### config.mk
export PLATFORM = sky130hd
export DESIGN_NAME = mbru_seq_flat
export DESIGN_NICKNAME = d
export VERILOG_FILES = /design/src/rtl/core/mbru_pkg.sv /design/src/rtl/core/mbru_in_if.sv /design/src/rtl/core/mbru_out_if.sv /design/src/rtl/core/mbru_cfg_if.sv /design/src/rtl/core/mbru_seq.sv /design/src/flat_wrapper.sv
export SDC_FILE = /design/constraint.sdc
export NUM_CORES = 1
export LEC_CHECK = 0
export BUFFER_PORTS_ARGS = -buffer_cell sky130_fd_sc_hd__buf_2
export CAP_MARGIN = 10
export CORE_ASPECT_RATIO = 1.5
export CORE_UTILIZATION = 50
export DETAILED_ROUTE_END_ITERATION = 10
export PLACE_DENSITY = 0.71
export SLEW_MARGIN = 20
export SYNTH_ARGS = -nofsm -noshare
export SYNTH_HDL_FRONTEND = slang
export SYNTH_SLANG_ARGS = --single-unit
export TNS_END_PERCENT = 100
### constraint.sdc
create_clock -name clk -period 4.55 [get_ports clk]
set_clock_uncertainty 0.1 [all_clocks]
set_input_delay 0.91 -clock clk [delete_from_list [all_inputs] [get_ports clk]]
set_output_delay 0.91 -clock clk [all_outputs]
set_load 0.005 [all_outputs]
### src/rtl/core/mbru_pkg.sv
`timescale 1ns / 1ps

package mbru_pkg;

    // Bitmap geometry and upscale factor.
    localparam int LOGICAL_COLS = 120;
    localparam int LOGICAL_ROWS = 160;
    localparam int SCALE        = 2;

    // Store size and derived widths.
    localparam int STORE_BYTES = (LOGICAL_COLS * LOGICAL_ROWS + 7) / 8;
    localparam int STORE_AW    = $clog2(STORE_BYTES);
    localparam int PIX_W       = $clog2(LOGICAL_COLS * LOGICAL_ROWS);
    localparam int PHASE_W     = (SCALE > 1) ? $clog2(SCALE) : 1;

    // Field widths.
    localparam int OP_W      = 2;
    localparam int LADDR_W   = 12;
    localparam int BYTE_W    = 8;
    localparam int KIND_W    = 2;
    localparam int VALUE_W   = 16;
    localparam int COL_W     = 7;
    localparam int ROW_W     = 8;
    localparam int CFG_IDX_W = 2;
    localparam int CFG_DAT_W = 8;
    localparam int WIN_CNT_W = 3;

    // Operation codes.
    localparam logic [OP_W-1:0] OP_LOAD  = 2'd0;
    localparam logic [OP_W-1:0] OP_START = 2'd1;
    localparam logic [OP_W-1:0] OP_NEXT  = 2'd2;

    // Result kinds.
    localparam logic [KIND_W-1:0] KIND_COL   = 2'd0;
    localparam logic [KIND_W-1:0] KIND_ROW   = 2'd1;
    localparam logic [KIND_W-1:0] KIND_PIXEL = 2'd2;
    localparam logic [KIND_W-1:0] KIND_IDLE  = 2'd3;

    // Configuration register indexes.
    localparam logic [CFG_IDX_W-1:0] REG_LEFT   = 2'd0;
    localparam logic [CFG_IDX_W-1:0] REG_TOP    = 2'd1;
    localparam logic [CFG_IDX_W-1:0] REG_RIGHT  = 2'd2;
    localparam logic [CFG_IDX_W-1:0] REG_BOTTOM = 2'd3;

    localparam logic [VALUE_W-1:0] COLOR_ON = 16'hFFFF;

    // Sequencer states.
    typedef enum logic [1:0] {
        ST_IDLE,
        ST_PIXEL,
        ST_WINDOW,
        ST_IDLE_RES
    } mbru_state_t;

    // Store write and read requests.
    typedef struct packed {
        logic                en;
        logic [STORE_AW-1:0] addr;
        logic [BYTE_W-1:0]   data;
    } mbru_wr_t;

    typedef struct packed {
        logic                en;
        logic [STORE_AW-1:0] addr;
    } mbru_rd_t;

endpackage

### src/rtl/core/mbru_in_if.sv
`timescale 1ns / 1ps

interface mbru_in_if;
    logic                           valid;
    logic                           ready;
    logic [mbru_pkg::OP_W-1:0]      op;
    logic [mbru_pkg::LADDR_W-1:0]   load_address;
    logic [mbru_pkg::BYTE_W-1:0]    load_byte;

    modport source (output valid, output op, output load_address, output load_byte,
                    input ready);
    modport sink   (input valid, input op, input load_address, input load_byte,
                    output ready);
endinterface

### src/rtl/core/mbru_out_if.sv
`timescale 1ns / 1ps

interface mbru_out_if;
    logic                           valid;
    logic                           ready;
    logic [mbru_pkg::KIND_W-1:0]    kind;
    logic [mbru_pkg::VALUE_W-1:0]   value;
    logic                           last;

    modport source (output valid, output kind, output value, output last, input ready);
    modport sink   (input valid, input kind, input value, input last, output ready);
endinterface

### src/rtl/core/mbru_cfg_if.sv
`timescale 1ns / 1ps

interface mbru_cfg_if;
    logic                             valid;
    logic                             ready;
    logic [mbru_pkg::CFG_IDX_W-1:0]   index;
    logic [mbru_pkg::CFG_DAT_W-1:0]   data;

    modport source (output valid, output index, output data, input ready);
    modport sink   (input valid, input index, input data, output ready);
endinterface

### src/rtl/core/mbru_seq.sv
`timescale 1ns / 1ps

module mbru_seq (
    input  logic                          clk,
    input  logic                          rst_n,
    mbru_in_if.sink                       req,
    mbru_out_if.source                    rsp,
    mbru_cfg_if.sink                      cfg,
    output mbru_pkg::mbru_wr_t            wr,
    output mbru_pkg::mbru_rd_t            rd,
    input  logic [mbru_pkg::BYTE_W-1:0]   rdata
);
    import mbru_pkg::*;

    localparam logic [COL_W-1:0]     COL_MAX   = COL_W'(LOGICAL_COLS - 1);
    localparam logic [ROW_W-1:0]     ROW_MAX   = ROW_W'(LOGICAL_ROWS - 1);
    localparam logic [PHASE_W-1:0]   PHASE_MAX = PHASE_W'(SCALE - 1);
    localparam logic [WIN_CNT_W-1:0] WIN_LAST  = WIN_CNT_W'(7);

    mbru_state_t state_reg, state_next;

    logic [COL_W-1:0]     left_reg, right_reg;
    logic [ROW_W-1:0]     top_reg, bottom_reg;
    logic [COL_W-1:0]     draw_left_reg, draw_right_reg;
    logic [ROW_W-1:0]     draw_top_reg, draw_bottom_reg;
    logic [COL_W-1:0]     cursor_col_reg;
    logic [ROW_W-1:0]     cursor_row_reg;
    logic [PHASE_W-1:0]   col_phase_reg, row_phase_reg;
    logic                 active_reg;
    logic [WIN_CNT_W-1:0] win_cnt_reg;
    logic [2:0]           bit_sel_reg;

    logic                 out_valid_reg;
    logic [KIND_W-1:0]    out_kind_reg;
    logic [VALUE_W-1:0]   out_value_reg;
    logic                 out_last_reg;

    logic                 accept;
    logic                 out_free;
    logic [COL_W-1:0]     clamp_left, clamp_right;
    logic [ROW_W-1:0]     clamp_top, clamp_bottom;
    logic [PIX_W-1:0]     pix_idx;
    logic [VALUE_W-1:0]   px0, px1, py0, py1;
    logic                 col_end, row_end, is_last;
    logic                 emit;
    logic [KIND_W-1:0]    emit_kind;
    logic [VALUE_W-1:0]   emit_value;
    logic                 emit_last;

    // Handshakes.
    assign req.ready = (state_reg == ST_IDLE);
    assign accept    = req.valid && req.ready;
    assign out_free  = !out_valid_reg || rsp.ready;
    assign cfg.ready = 1'b1;

    // Region clamped to the bitmap.
    assign clamp_left   = (left_reg   > COL_MAX) ? COL_MAX : left_reg;
    assign clamp_right  = (right_reg  > COL_MAX) ? COL_MAX : right_reg;
    assign clamp_top    = (top_reg    > ROW_MAX) ? ROW_MAX : top_reg;
    assign clamp_bottom = (bottom_reg > ROW_MAX) ? ROW_MAX : bottom_reg;

    // Pixel index of the cursor and the store requests.
    assign pix_idx = PIX_W'(cursor_row_reg) * PIX_W'(LOGICAL_COLS) + PIX_W'(cursor_col_reg);

    always_comb
    begin
        wr.en   = accept && (req.op == OP_LOAD) &&
                  (req.load_address < LADDR_W'(STORE_BYTES));
        wr.addr = req.load_address[STORE_AW-1:0];
        wr.data = req.load_byte;
        rd.en   = accept && (req.op == OP_NEXT) && active_reg;
        rd.addr = STORE_AW'(pix_idx >> 3);
    end

    // Physical window from the latched region.
    assign px0 = VALUE_W'(draw_left_reg) * VALUE_W'(SCALE);
    assign px1 = (VALUE_W'(draw_right_reg) + VALUE_W'(1)) * VALUE_W'(SCALE) - VALUE_W'(1);
    assign py0 = VALUE_W'(draw_top_reg) * VALUE_W'(SCALE);
    assign py1 = (VALUE_W'(draw_bottom_reg) + VALUE_W'(1)) * VALUE_W'(SCALE) - VALUE_W'(1);

    // End of column run, row run and whole region.
    assign col_end = (cursor_col_reg == draw_right_reg) && (col_phase_reg == PHASE_MAX);
    assign row_end = (row_phase_reg == PHASE_MAX);
    assign is_last = col_end && row_end && (cursor_row_reg == draw_bottom_reg);

    // Next state.
    always_comb
    begin
        state_next = state_reg;
        unique case (state_reg)
            ST_IDLE:
            begin
                if (accept)
                begin
                    priority if (req.op == OP_START)
                        state_next = ST_WINDOW;
                    else if (req.op == OP_NEXT)
                        state_next = active_reg ? ST_PIXEL : ST_IDLE_RES;
                    else
                        state_next = ST_IDLE;
                end
            end
            ST_WINDOW:
            begin
                if (out_free && (win_cnt_reg == WIN_LAST))
                    state_next = ST_IDLE;
            end
            ST_PIXEL, ST_IDLE_RES:
            begin
                if (out_free)
                    state_next = ST_IDLE;
            end
            default:
            begin
                state_next = ST_IDLE;
            end
        endcase
    end

    // Result to load into the output register.
    always_comb
    begin
        emit       = 1'b0;
        emit_kind  = KIND_IDLE;
        emit_value = '0;
        emit_last  = 1'b0;
        unique case (state_reg)
            ST_WINDOW:
            begin
                emit      = out_free;
                emit_kind = win_cnt_reg[2] ? KIND_ROW : KIND_COL;
                emit_last = (win_cnt_reg == WIN_LAST);
                unique case (win_cnt_reg)
                    3'd0:    emit_value = VALUE_W'(px0[15:8]);
                    3'd1:    emit_value = VALUE_W'(px0[7:0]);
                    3'd2:    emit_value = VALUE_W'(px1[15:8]);
                    3'd3:    emit_value = VALUE_W'(px1[7:0]);
                    3'd4:    emit_value = VALUE_W'(py0[15:8]);
                    3'd5:    emit_value = VALUE_W'(py0[7:0]);
                    3'd6:    emit_value = VALUE_W'(py1[15:8]);
                    default: emit_value = VALUE_W'(py1[7:0]);
                endcase
            end
            ST_PIXEL:
            begin
                emit       = out_free;
                emit_kind  = KIND_PIXEL;
                emit_value = rdata[3'd7 - bit_sel_reg] ? COLOR_ON : '0;
                emit_last  = is_last;
            end
            ST_IDLE_RES:
            begin
                emit = out_free;
            end
            default:
            begin
                emit = 1'b0;
            end
        endcase
    end

    // State register.
    always_ff @(posedge clk or negedge rst_n)
    begin
        if (!rst_n)
            state_reg <= ST_IDLE;
        else
            state_reg <= state_next;
    end

    // Region registers.
    always_ff @(posedge clk or negedge rst_n)
    begin
        if (!rst_n)
        begin
            left_reg   <= '0;
            top_reg    <= '0;
            right_reg  <= COL_W'(119);
            bottom_reg <= ROW_W'(159);
        end
        else if (cfg.valid && cfg.ready)
        begin
            unique case (cfg.index)
                REG_LEFT:   left_reg   <= cfg.data[COL_W-1:0];
                REG_TOP:    top_reg    <= cfg.data[ROW_W-1:0];
                REG_RIGHT:  right_reg  <= cfg.data[COL_W-1:0];
                REG_BOTTOM: bottom_reg <= cfg.data[ROW_W-1:0];
                default:    left_reg   <= left_reg;
            endcase
        end
    end

    // Draw state: latched region, cursor and repeat phases.
    always_ff @(posedge clk or negedge rst_n)
    begin
        if (!rst_n)
        begin
            draw_left_reg   <= '0;
            draw_right_reg  <= '0;
            draw_top_reg    <= '0;
            draw_bottom_reg <= '0;
            cursor_col_reg  <= '0;
            cursor_row_reg  <= '0;
            col_phase_reg   <= '0;
            row_phase_reg   <= '0;
            active_reg      <= 1'b0;
            win_cnt_reg     <= '0;
            bit_sel_reg     <= '0;
        end
        else
        begin
            if (accept && (req.op == OP_START))
            begin
                draw_left_reg   <= clamp_left;
                draw_right_reg  <= clamp_right;
                draw_top_reg    <= clamp_top;
                draw_bottom_reg <= clamp_bottom;
                cursor_col_reg  <= clamp_left;
                cursor_row_reg  <= clamp_top;
                col_phase_reg   <= '0;
                row_phase_reg   <= '0;
                active_reg      <= (clamp_left <= clamp_right) && (clamp_top <= clamp_bottom);
                win_cnt_reg     <= '0;
            end
            if (rd.en)
            begin
                bit_sel_reg <= pix_idx[2:0];
            end
            if (emit && (state_reg == ST_WINDOW))
            begin
                win_cnt_reg <= win_cnt_reg + WIN_CNT_W'(1);
            end
            if (emit && (state_reg == ST_PIXEL))
            begin
                priority if (is_last)
                begin
                    active_reg     <= 1'b0;
                    cursor_col_reg <= '0;
                    cursor_row_reg <= '0;
                    col_phase_reg  <= '0;
                    row_phase_reg  <= '0;
                end
                else if (col_phase_reg != PHASE_MAX)
                begin
                    col_phase_reg <= col_phase_reg + PHASE_W'(1);
                end
                else
                begin
                    col_phase_reg <= '0;
                    if (cursor_col_reg < draw_right_reg)
                    begin
                        cursor_col_reg <= cursor_col_reg + COL_W'(1);
                    end
                    else
                    begin
                        cursor_col_reg <= draw_left_reg;
                        if (row_phase_reg != PHASE_MAX)
                        begin
                            row_phase_reg <= row_phase_reg + PHASE_W'(1);
                        end
                        else
                        begin
                            row_phase_reg  <= '0;
                            cursor_row_reg <= cursor_row_reg + ROW_W'(1);
                        end
                    end
                end
            end
        end
    end

    // Output register: holds one result until it is taken.
    always_ff @(posedge clk or negedge rst_n)
    begin
        if (!rst_n)
            out_valid_reg <= 1'b0;
        else if (emit)
            out_valid_reg <= 1'b1;
        else if (rsp.ready)
            out_valid_reg <= 1'b0;
    end

    always_ff @(posedge clk)
    begin
        if (emit)
        begin
            out_kind_reg  <= emit_kind;
            out_value_reg <= emit_value;
            out_last_reg  <= emit_last;
        end
    end

    assign rsp.valid = out_valid_reg;
    assign rsp.kind  = out_kind_reg;
    assign rsp.value = out_value_reg;
    assign rsp.last  = out_last_reg;

endmodule

### src/flat_wrapper.sv
// flat-port wrapper written by rule: the top's interface ports become plain ports
module mbru_seq_flat import mbru_pkg::*;
  (clk, rst_n, wr, rd, rdata, req_valid, req_op, req_load_address, req_load_byte, req_ready, rsp_valid, rsp_kind, rsp_value, rsp_last, rsp_ready, cfg_valid, cfg_index, cfg_data, cfg_ready);
  mbru_in_if req_i ();
  mbru_out_if rsp_i ();
  mbru_cfg_if cfg_i ();
  input  logic clk;
  input  logic rst_n;
  output mbru_pkg::mbru_wr_t wr;
  output mbru_pkg::mbru_rd_t rd;
  input  logic [mbru_pkg::BYTE_W-1:0] rdata;
  input wire logic [$bits(req_i.valid)-1:0] req_valid;
  input wire logic [$bits(req_i.op)-1:0] req_op;
  input wire logic [$bits(req_i.load_address)-1:0] req_load_address;
  input wire logic [$bits(req_i.load_byte)-1:0] req_load_byte;
  output wire logic [$bits(req_i.ready)-1:0] req_ready;
  output wire logic [$bits(rsp_i.valid)-1:0] rsp_valid;
  output wire logic [$bits(rsp_i.kind)-1:0] rsp_kind;
  output wire logic [$bits(rsp_i.value)-1:0] rsp_value;
  output wire logic [$bits(rsp_i.last)-1:0] rsp_last;
  input wire logic [$bits(rsp_i.ready)-1:0] rsp_ready;
  input wire logic [$bits(cfg_i.valid)-1:0] cfg_valid;
  input wire logic [$bits(cfg_i.index)-1:0] cfg_index;
  input wire logic [$bits(cfg_i.data)-1:0] cfg_data;
  output wire logic [$bits(cfg_i.ready)-1:0] cfg_ready;
  assign req_i.valid = req_valid;
  assign req_i.op = req_op;
  assign req_i.load_address = req_load_address;
  assign req_i.load_byte = req_load_byte;
  assign req_ready = req_i.ready;
  assign rsp_valid = rsp_i.valid;
  assign rsp_kind = rsp_i.kind;
  assign rsp_value = rsp_i.value;
  assign rsp_last = rsp_i.last;
  assign rsp_i.ready = rsp_ready;
  assign cfg_i.valid = cfg_valid;
  assign cfg_i.index = cfg_index;
  assign cfg_i.data = cfg_data;
  assign cfg_ready = cfg_i.ready;
  mbru_seq u_core (.clk(clk), .rst_n(rst_n), .req(req_i), .rsp(rsp_i), .cfg(cfg_i), .wr(wr), .rd(rd), .rdata(rdata));
endmodule
==> key figures <==
Status
  • Status: finished, violations left
  • Violated checks: setup timing

Floorplan
  • Row count: 54
  • Total die area: 15300 um2
  • Die Y: around 150 um
  • Ports: 101
  • Die W: 101 um
  • Initial core utilization: 51.1%
  • Core Box Area: about 14000 um2

Timing
  • Fmax: 0.215 GHz
  • Fin Hold WS: 0.379 ns
  • RSZ-0062 raised after global routing: true
  • Final WS setup: -0.0906 ns
  • Tmin final: 4.64 ns
  • Period utilization: 102%
  • Slew headroom: 41.1%
  • Final Hold Fails: 0
  • Final setup fails: 3
  • Pins Over Slew Limit: 0
  • Worst slew pin tran: 0.883 ns

Synthesis
  • Number of flops mapped to enable cells by yosys: 12
  • Synth Register Bits: 99
  • Async S/R FF share, synth: between 80 and 90%
  • Mean post-synth cell area: 9.57 um2
  • Sequential area share after synthesis: between 30% and 40%
  • Post-Syn Area: 7390 um2
  • Largest area contributor in the synthesized netlist: dfrtp_1
  • Most numerous cell in the Yosys netlist: nand2_1
  • Gate Count Post-Synth: 772
  • Syn_nets: 891
  • Top cell type's share of synthesized area: approximately a quarter
  • Warning count from the yosys run: 0
  • Ys flop type: dfrtp_1
  • Synth top area cells: dfrtp_1 (25%), ha_1 (10%), mux2_2 (6.1%)
  • Synth top cells by count: nand2_1 (86), dfrtp_1 (75), ha_1 (60), inv_1 (49), o21ai_0 (48)
  • Yosys cell types: 75

Setup path
  • Critical Path Slowest Stage Cell: fa_1
  • R2R Setup Slk: approximately 1.6 ns
  • CP endpoint kind: primary output
  • Slowest stage delay, CP: 0.52 ns
  • Most used cell, CP: fa_1
  • CP required: 3.54 ns
  • Critical path class: reg2out
  • Worst Path Arrival: roughly 3.6 ns
  • Crit path max fanout: 4
  • Critical path startpoint category: flop
  • CP Cell Sequence: buf_6 > fa_1 > fa_1 > inv_1 > fa_1 > inv_1 > a21o_1 > a21oi_1 > xnor2_2 > nand4_1 > nor2_2 > xor2_1 > buf_2

Clocking
  • H-Tree Depth: 3
  • Worst skew pair latency: 0.35 ns
  • Clock-pin transition on the worst setup and hold timing paths: 0.07 ns
  • Maximum clock path buffer count: 2
  • CTS root buf: clkbuf_16
  • TritonCTS clock tree: built
  • Cts hold-fix bufs: 0
  • CTS Buf Count: 9
  • CTS Sinks: just under 100

Layout
  • Non-Filler Instances: 1027
  • Max FFs per register: 9
  • Final #Nets: 945
  • Finished Core Util: between 50% and 60%
  • Fillers: 1348
  • Ant diodes: 0
  • Syn-to-layout area delta: 11.2%
  • Share of layout cells above drive strength 1: 24.8%

Place
  • Post-DP HPWL: 13600 um
  • RD Place Congestion: roughly 0.94
  • Placed cell count: 996
  • PortBufs: 73

Flow run
  • Max-cap violations: 0

Power
  • Peak VDD IR: 286 uV
  • Total power: around 5.2 mW
  • P_leak: 3.65 nW
  • PD cells: 634 nW/um2

Routing
  • Routed Antenna Nets: 0
  • Initial DRC count: 350
  • Drc violations: 0
  • 1st-pass router iterations: 8
  • Vias: 5893
  • Vias/cell: 5.74
  • Routed length per placed instance: approximately 17 um
  • Final WL: 17900 um

GRT
  • First-pass GRT wire length: 28600 um
  • Total gr overflow: 0
  • Vias in the first global route: 5729
  • Total Routing Usage GR: 24.5%
  • Largest net degree at the start of global routing: between 50 and 60
  • Antenna violations before repair: 0

Hold path
  • Worst Hold Class: reg2reg
[cell usage in the layout (no fill, tap or decap), types with 5 or more instances in the layout]
| cell type | instances |
|---|---|
| nand2_1 | 86 |
| dfrtp_1 | 73 |
| buf_2 | 72 |
| ha_1 | 56 |
| o21ai_0 | 48 |
| inv_1 | 45 |
| mux2_2 | 40 |
| xnor2_1 | 28 |
| nand3_1 | 28 |
| a21oi_1 | 28 |
| nor2_1 | 27 |
| buf_4 | 24 |
| xor2_1 | 18 |
| a21o_1 | 15 |
| fa_1 | 14 |
| nand4_1 | 13 |
| nor2b_1 | 13 |
| nand2b_1 | 12 |
| nor3_1 | 12 |
| dfstp_2 | 12 |
| edfxtp_1 | 12 |
| o22a_1 | 9 |
| clkbuf_16 | 9 |
| mux2i_1 | 8 |
| a221oi_1 | 7 |
| a31oi_1 | 6 |
| o21a_1 | 6 |
| o22ai_1 | 6 |
| nor4_1 | 5 |
| o221ai_1 | 5 |
[worst max-delay path: cells and delay by family (launching register included)]
kind                     cells  cell delay [ns]
adder cells (fa/ha/maj)      3             1.39
XOR/XNOR                     2             0.45
buffers and inverters        4             0.40
flip-flops                   1             0.39
AND/OR/NAND/NOR              2             0.34
AO/OA/AOI/OAI                2             0.30
[metal layers]
metal | global-route usage [%] | vias to the layer above | part of all wire (%)
li1 | - | 2802 | -
met4 | 11.9 | 0 | 3.8
met3 | 2.22 | 39 | 3.9
met5 | 0 | - | 0
met1 | 28.3 | 2865 | 39
met2 | 45.0 | 187 | 53
[where the power goes]
part           leakage (nW)  total (mW)  switching (mW)  internal [mW]
registers              1.13        1.67           0.430           1.24
logic                  2.38        2.75            1.45           1.29
clock network         0.146       0.795           0.355          0.440
[stage by stage]
step | worst slack [ns] | TNS (ns) | area, um2
final | -0.0906 | -0.166 | 8210
after global routing | -0.256 | -0.974 | 8210
after CTS | -0.0714 | -0.110 | 8160
after detailed placement | 0.0459 | 0 | 7690
after global placement | 0.209 | 0 | 7690
after floorplan | 0.295 | 0 | 7390
[logic make-up (layout without fill, tap and decap cells)]
family          after synthesis  in the layout  synth area share, %
compound gates              167            167                 15.0
xor+xnor                     47             47                 5.57
fa+ha+maj                    74             74                 14.0
buf+inv                     104            163                 7.72
flops                        99             99                 34.6
mux                          50             50                 7.79
other cells                   1              1               0.0508
simple gates                230            230                 15.3
[path summary, 6_finish.rpt]
check,from,end,depth (start not counted)
max,u_core.cursor_row_reg[2],rd[9],13
min in group asynchronous,rst_n,u_core.draw_left_reg[1],1
min reg2reg,u_core.draw_top_reg[4],u_core.draw_top_reg[4],2
max in group asynchronous,rst_n,u_core.bottom_reg[7],2
min,u_core.draw_top_reg[4],u_core.draw_top_reg[4],2
max reg2reg,u_core.state_reg[0],u_core.cursor_row_reg[0],8
[repair_timing]
action	4_1_cts	5_1_grt
setup buffers	11	4
endpoints found under the setup margin	5	6
pin swaps	12	6
gates resized for setup	17	6
endpoints found under the hold margin	0	0
[layout make-up]
class	count	area, um2	area share (%)
Multi-Input combinational cell	569	4360	53.1
Clock inverter	6	72.6	0.883
Tap cell	196	245	2.99
Inverter	49	184	2.24
Clock buffer	10	233	2.83
Sequential cell	99	2550	31.1
Timing Repair Buffer	98	563	6.85
Note: power is estimated with default switching activity, not from simulation.
